File: config.mk
export PLATFORM = sky130hd
export DESIGN_NAME = nolt_ctrl
export DESIGN_NICKNAME = d
export VERILOG_FILES = /design/src/rtl/nolt_pkg.sv /design/src/rtl/nolt_ctrl.sv
export SDC_FILE = /design/constraint.sdc
export NUM_CORES = 1
export LEC_CHECK = 0
export BUFFER_PORTS_ARGS = -buffer_cell sky130_fd_sc_hd__buf_2
export CORE_AREA = 8 8 45 47
export DETAILED_ROUTE_END_ITERATION = 10
export DIE_AREA = 0 0 53 55
export HOLD_SLACK_MARGIN = 0.05
export SYNTH_ARGS = -nofsm -noshare
export SYNTH_HDL_FRONTEND = slang
export SYNTH_SLANG_ARGS = --single-unit
File: constraint.sdc
create_clock -name clk -period 1.6 [get_ports clk]
set_input_delay 0.24 -clock clk [delete_from_list [all_inputs] [get_ports clk]]
set_output_delay 0.24 -clock clk [all_outputs]
set_load 0.1 [all_outputs]
File: src/rtl/nolt_pkg.sv
// nolt_pkg: types, codes and sizes shared by the nearest-open-location table.
// No dependencies; every other file of the block but nolt_stream_if imports it.

package nolt_pkg;

	localparam int NOLT_CAPACITY = 64;
	localparam int COORD_W       = 16;
	localparam int DIFF_W        = COORD_W + 1;
	localparam int MAG_W         = COORD_W;
	localparam int DIST_W        = 35;
	localparam int SQ_TERMS      = 3;

	typedef enum logic [2:0] {
		ST_ADDED  = 3'd0,
		ST_KNOWN  = 3'd1,
		ST_FULL   = 3'd2,
		ST_POPPED = 3'd3,
		ST_EMPTY  = 3'd4
	} status_t;

	typedef enum logic {
		CMD_ADD = 1'b0,
		CMD_POP = 1'b1
	} op_t;

	typedef enum logic [1:0] {
		S_IDLE,
		S_SQ,
		S_SCAN,
		S_COMMIT
	} ctrl_state_t;

	typedef struct packed {
		logic               cmd;
		logic signed [15:0] point_x;
		logic signed [15:0] point_y;
		logic signed [15:0] point_z;
		logic signed [15:0] goal_x;
		logic signed [15:0] goal_y;
		logic signed [15:0] goal_z;
	} in_item_t;

	typedef struct packed {
		status_t            status;
		logic signed [15:0] out_x;
		logic signed [15:0] out_y;
		logic signed [15:0] out_z;
	} out_item_t;

	typedef struct packed {
		logic [COORD_W-1:0] x;
		logic [COORD_W-1:0] y;
		logic [COORD_W-1:0] z;
		logic [DIST_W-1:0]  distance;
	} slot_t;

	// controller -> datapath
	typedef struct packed {
		logic    load_in;
		logic    sq_en;
		logic [1:0] sq_sel;
		logic    scan_issue;
		logic    commit_add;
		logic    commit_pop;
		logic    out_load;
		status_t out_status;
	} ctrl_cmd_t;

	// datapath -> controller
	typedef struct packed {
		logic op_pop;
		logic scan_end;
		logic hit;
		logic found;
		logic full;
		logic out_busy;
	} dp_stat_t;

endpackage

File: src/rtl/nolt_ctrl.sv
// nolt_ctrl: sequencer for accept, distance squaring, slot scan and commit.
// Commands nolt_datapath through ctrl_cmd_t; uses nolt_pkg.

module nolt_ctrl
	import nolt_pkg::*;
(
	input  logic      clk,
	input  logic      arst_n,
	input  logic      in_valid,
	output logic      in_ready,
	input  dp_stat_t  stat,
	output ctrl_cmd_t cmd
);

	ctrl_state_t state_q, state_d;
	logic [1:0]  sq_cnt_q;
	logic        sq_last;

	assign sq_last = (sq_cnt_q == 2'(SQ_TERMS - 1));

	always_ff @(posedge clk or negedge arst_n) begin
		if (!arst_n) begin
			state_q  <= S_IDLE;
			sq_cnt_q <= '0;
		end else begin
			state_q <= state_d;
			if (state_q == S_SQ && !sq_last) begin
				sq_cnt_q <= sq_cnt_q + 1'b1;
			end else begin
				sq_cnt_q <= '0;
			end
		end
	end

	always_comb begin
		state_d = state_q;
		unique case (state_q)
			S_IDLE: begin
				// a pop passes through S_SQ without squaring
				if (in_valid) begin
					state_d = S_SQ;
				end
			end
			S_SQ: begin
				if (stat.op_pop || sq_last) begin
					state_d = S_SCAN;
				end
			end
			S_SCAN: begin
				if (stat.scan_end) begin
					state_d = S_COMMIT;
				end
			end
			S_COMMIT: begin
				if (!stat.out_busy) begin
					state_d = S_IDLE;
				end
			end
			default: state_d = S_IDLE;
		endcase
	end

	always_comb begin
		in_ready       = 1'b0;
		cmd            = '0;
		cmd.sq_sel     = sq_cnt_q;
		cmd.out_status = ST_ADDED;
		unique case (state_q)
			S_IDLE: begin
				in_ready    = 1'b1;
				cmd.load_in = in_valid;
			end
			S_SQ: begin
				cmd.sq_en = !stat.op_pop;
			end
			S_SCAN: begin
				cmd.scan_issue = !stat.scan_end;
			end
			S_COMMIT: begin
				cmd.out_load = !stat.out_busy;
				if (stat.op_pop) begin
					cmd.out_status = stat.found ? ST_POPPED : ST_EMPTY;
					cmd.commit_pop = !stat.out_busy && stat.found;
				end else if (stat.hit) begin
					cmd.out_status = ST_KNOWN;
				end else if (stat.full) begin
					cmd.out_status = ST_FULL;
				end else begin
					cmd.out_status = ST_ADDED;
					cmd.commit_add = !stat.out_busy;
				end
			end
			default: begin
				in_ready = 1'b0;
			end
		endcase
	end

endmodule

# == Word level (Yosys, flattened, before mapping) ==
# Cells that the tools add are included.
# Widths: inputs -> output; s select.
# classes
add_sub_neg,1
eq_ne,8
muxes,19
n_reduce_logical,9
# op_table
cell,n
$mux 2,7
$mux 1,8
$pmux 2 s4,1
$eq 2x2->1 const B,3
$mux 3,2
$mux 6,1
$ne 2x2->1 const B,3
$logic_not 1->1,4
$reduce_and 4->1,1
$add 2x1->2 const B,1
$eq 2x1->1 const B,1
$logic_and 1x1->1,2
$logic_not 2->1,1
$ne 2x1->1 const B,1
$logic_or 1x1->1,1
# totals
ff_bits,4
input_bits,9
out_inout_bits,12
word_cells,39

# == Longest topological paths before layout ==
# logic_depth
depth_word,5
depth_mapped,5
ltp_nobuf,5

# == Worst setup path before layout ==
# OpenSTA, ideal clock, no wires.
# synth_timing
path_type,register to output
from,register state_q[0]
to,output port cmd[5] (netlist name)
arrival_time_ns,3.497
required_time_ns,1.360
path_slack_ns,-2.137
stages_incl_launch_ff,4
path_cell_list,dfrtp_1 > ha_1 > nand2b_1 > nor4_1
# synth_rtl
item,line,source
"start, declared",nolt_ctrl.sv:15,"ctrl_state_t state_q, state_d;"
"start signal, assigned",nolt_ctrl.sv:26,state_q <= state_d;
"end, declared",nolt_ctrl.sv:12,output ctrl_cmd_t cmd

==> results.py <==
metrics = {
    "status": {
        "status": "completed",
    },
    "floorplanning": {
        "ios": 21,
        "initial_core_util": 0.241,
        "die_w_um": 53,
        "row_count": 14,
        "coreArea_um2": 1380,
        "die_h_um": 55,
        "die_area_um2": 2920,
    },
    "timing": {
        "finalSetupTns_ps": 0,
        "maxSlewViolCount": 0,
        "period_needed_ps": 1570,
        "hold_viol_final": 0,
        "max_freq_mhz": 638,
        "period_share": 0.979,
        "slew_headroom": 0.679,
        "rsz0062_at_grt": "true",
        "finalClockSkew_ps": 8.32,
        "worst_pin_slew_ps": 485,
        "setup_violations": 0,
    },
    "routing": {
        "totalWireLength_mm": 1.01,
        "dr_total_vias": 363,
        "drtAntennaViolNets": 0,
        "dr_wl_met2_um": 499,
        "highest_layer": "met4",
        "post_drt_wl_per_cell_um": 12.4,
        "first_pass_iters": 3,
        "wl_met1_um": 371,
        "drt_iter0_markers": 2,
        "drc": 0,
        "via_per_inst": 4.48,
        "met3_wirelength_um": 119,
    },
    "setup_path": {
        "setup.worst_path.end_class": "output pin",
        "path_max_fanout": 5,
        "r2r_cells": 6,
        "startpoint_type": "register",
        "crit_type": "register to output pin",
        "rrSetupSlack_ps": 130,
        "reg2reg_from": "state_q[0]$_DFFE_PN0P_",
        "cp.required_ps": 1360,
        "timing.rr.end": "state_q[0]$_DFFE_PN0P_",
        "crit_arrival_ps": 1330,
    },
    "yosys": {
        "dominantRegCellSynth": "dfrtp_1",
        "synth_common_cells": "ha_1 (5), inv_1 (5), nand2_1 (5), nor2_1 (5)",
        "ys_seq_area_frac": 0.300,
        "synth_top_cell_area_share": 0.300,
        "syn_avg_cell_area_um2": 8.79,
        "synth_edf_count": 0,
        "synth_top_area_cell": "dfrtp_1",
        "synth.area.top_cells": "dfrtp_1 (30%), ha_1 (19%), nand2b_1 (7.5%)",
        "ys_ff_latch": 4,
        "async_flop_share": 1.00,
        "syn_inst": 38,
        "yosysWarningCount": 0,
        "synth_fp_nets": 52,
        "syn_area_um2": 334,
        "synth_cell_types": 16,
    },
    "grt": {
        "track_usage": 0.0744,
        "grt_pass1_wl_mm": 1.55,
        "grt_pass1_vias": 390,
        "grt-ovfl-total": 0,
        "grt_start_max_net_pins": 9,
        "antenna_found_initial": 0,
    },
    "worst_hold_path": {
        "hold_class": "input pin to asynchronous set/reset pin",
    },
    "cells_and_area": {
        "final_nets": 80,
        "area_growth_pct": 122,
        "drive_gt1_frac": 0.677,
        "antenna-diode-count": 0,
        "fin_util": 0.536,
    },
    "placed_design": {
        "place_congestion": 0.724,
        "dp_hpwl_um": 871,
        "port_buffers": 20,
    },
    "clock_tree": {
        "clkLatencyLatePin_ps": 240,
        "cts_buffer_depth": 2,
        "clk_pin_slew_ps": 40,
        "cts_tree": "done",
        "cts_max_level": 1,
        "clkSinkCount": 4,
        "numCtsBuffers": 3,
        "cts_root_buf": "clkbuf_4",
    },
    "run": {
        "max_cap_viol_count": 0,
    },
}
==> layer usage <==
| metal | GRT usage | up-vias |
|---|---|---|
| met4 | 0.0603 | 0 |
| met1 | 0.0671 | 162 |
| li1 | - | 180 |
| met5 | 0 | - |
| met3 | 0.0214 | 2 |
| met2 | 0.137 | 19 |
==> placed cells by master (no fill, tap or decap), types with 2 or more instances in the layout <==
cell / n
buf_2: 10
buf_12: 10
nand2_1: 5
inv_2: 3
nor2_1: 3
nand2b_1: 3
ha_4: 3
clkbuf_4: 3
inv_1: 2
nand2b_4: 2
a21boi_2: 2
ha_1: 2
buf_4: 2
dfrtp_2: 2
==> final cells by class <==
type / count / area, um2
Inverter: 5 / 18.8
Sequential cell: 4 / 106
Tap cell: 16 / 20.0
Timing Repair Buffer: 23 / 275
Fill cell: 121 / 642
Multi-Input combinational cell: 29 / 295
Clock buffer: 4 / 26.3
==> worst max-delay path by stage <==
stage | from | slack (ps) | cells after the start | endpoint
after floorplan | state_q[0]$_DFFE_PN0P_ | -320 | 3 | cmd[5]
after global placement | state_q[0]$_DFFE_PN0P_ | 180 | 5 | state_q[0]$_DFFE_PN0P_
after detailed placement | state_q[0]$_DFFE_PN0P_ | 160 | 5 | state_q[0]$_DFFE_PN0P_
after CTS | state_q[0]$_DFFE_PN0P_ | -6 | 4 | cmd[5]
after global routing | state_q[1]$_DFFE_PN0P_ | -80 | 4 | cmd[5]
final | state_q[1]$_DFFE_PN0P_ | 30 | 4 | cmd[5]
==> state kept, by name (all words and copies together) (netlist names) <==
register and cells:
sq_cnt_q 2, state_q 2
==> worst max-delay path, stage by stage, from the launching register on <==
cell,delay (ps)
dfrtp_1,420
ha_4,190
nand2b_4,80
nor4_4,200
buf_12,220
==> timing repair <==
item / CTS / global route
resized for setup: 3 / 3
endpoints found under the setup margin: 3 / 3
hold buffers: 1 / 0
buffers inserted: 1 / 1
hold endpoints to repair: 4 / 0
pin swaps: 1 / 0
==> cell families (layout without fill, tap and decap cells) <==
| kind of cell | after synthesis | count (layout) | share of synthesized area |
|---|---|---|---|
| AOI/OAI and AO/OA | 6 | 6 | 0.165 |
| adders and majority gates | 5 | 5 | 0.187 |
| buffers and inverters | 5 | 32 | 0.0562 |
| DFF | 4 | 4 | 0.300 |
| and+or+nand+nor | 18 | 18 | 0.292 |
==> metrics by stage <==
stage                     cell area [um2]  setup slack [ps]  hold slack, ps  cells
final                                 742              33.0             352     81
after CTS                             723             -5.96             333     80
after detailed placement              677               163            49.9     74
after global placement                677               181            47.3     74
after floorplan                       407              -320           -55.6     38
after global routing                  742             -75.4             364     81
Power is not shown: default switching activity piles up to over one toggle a cycle in this logic, so the estimate is an artifact.
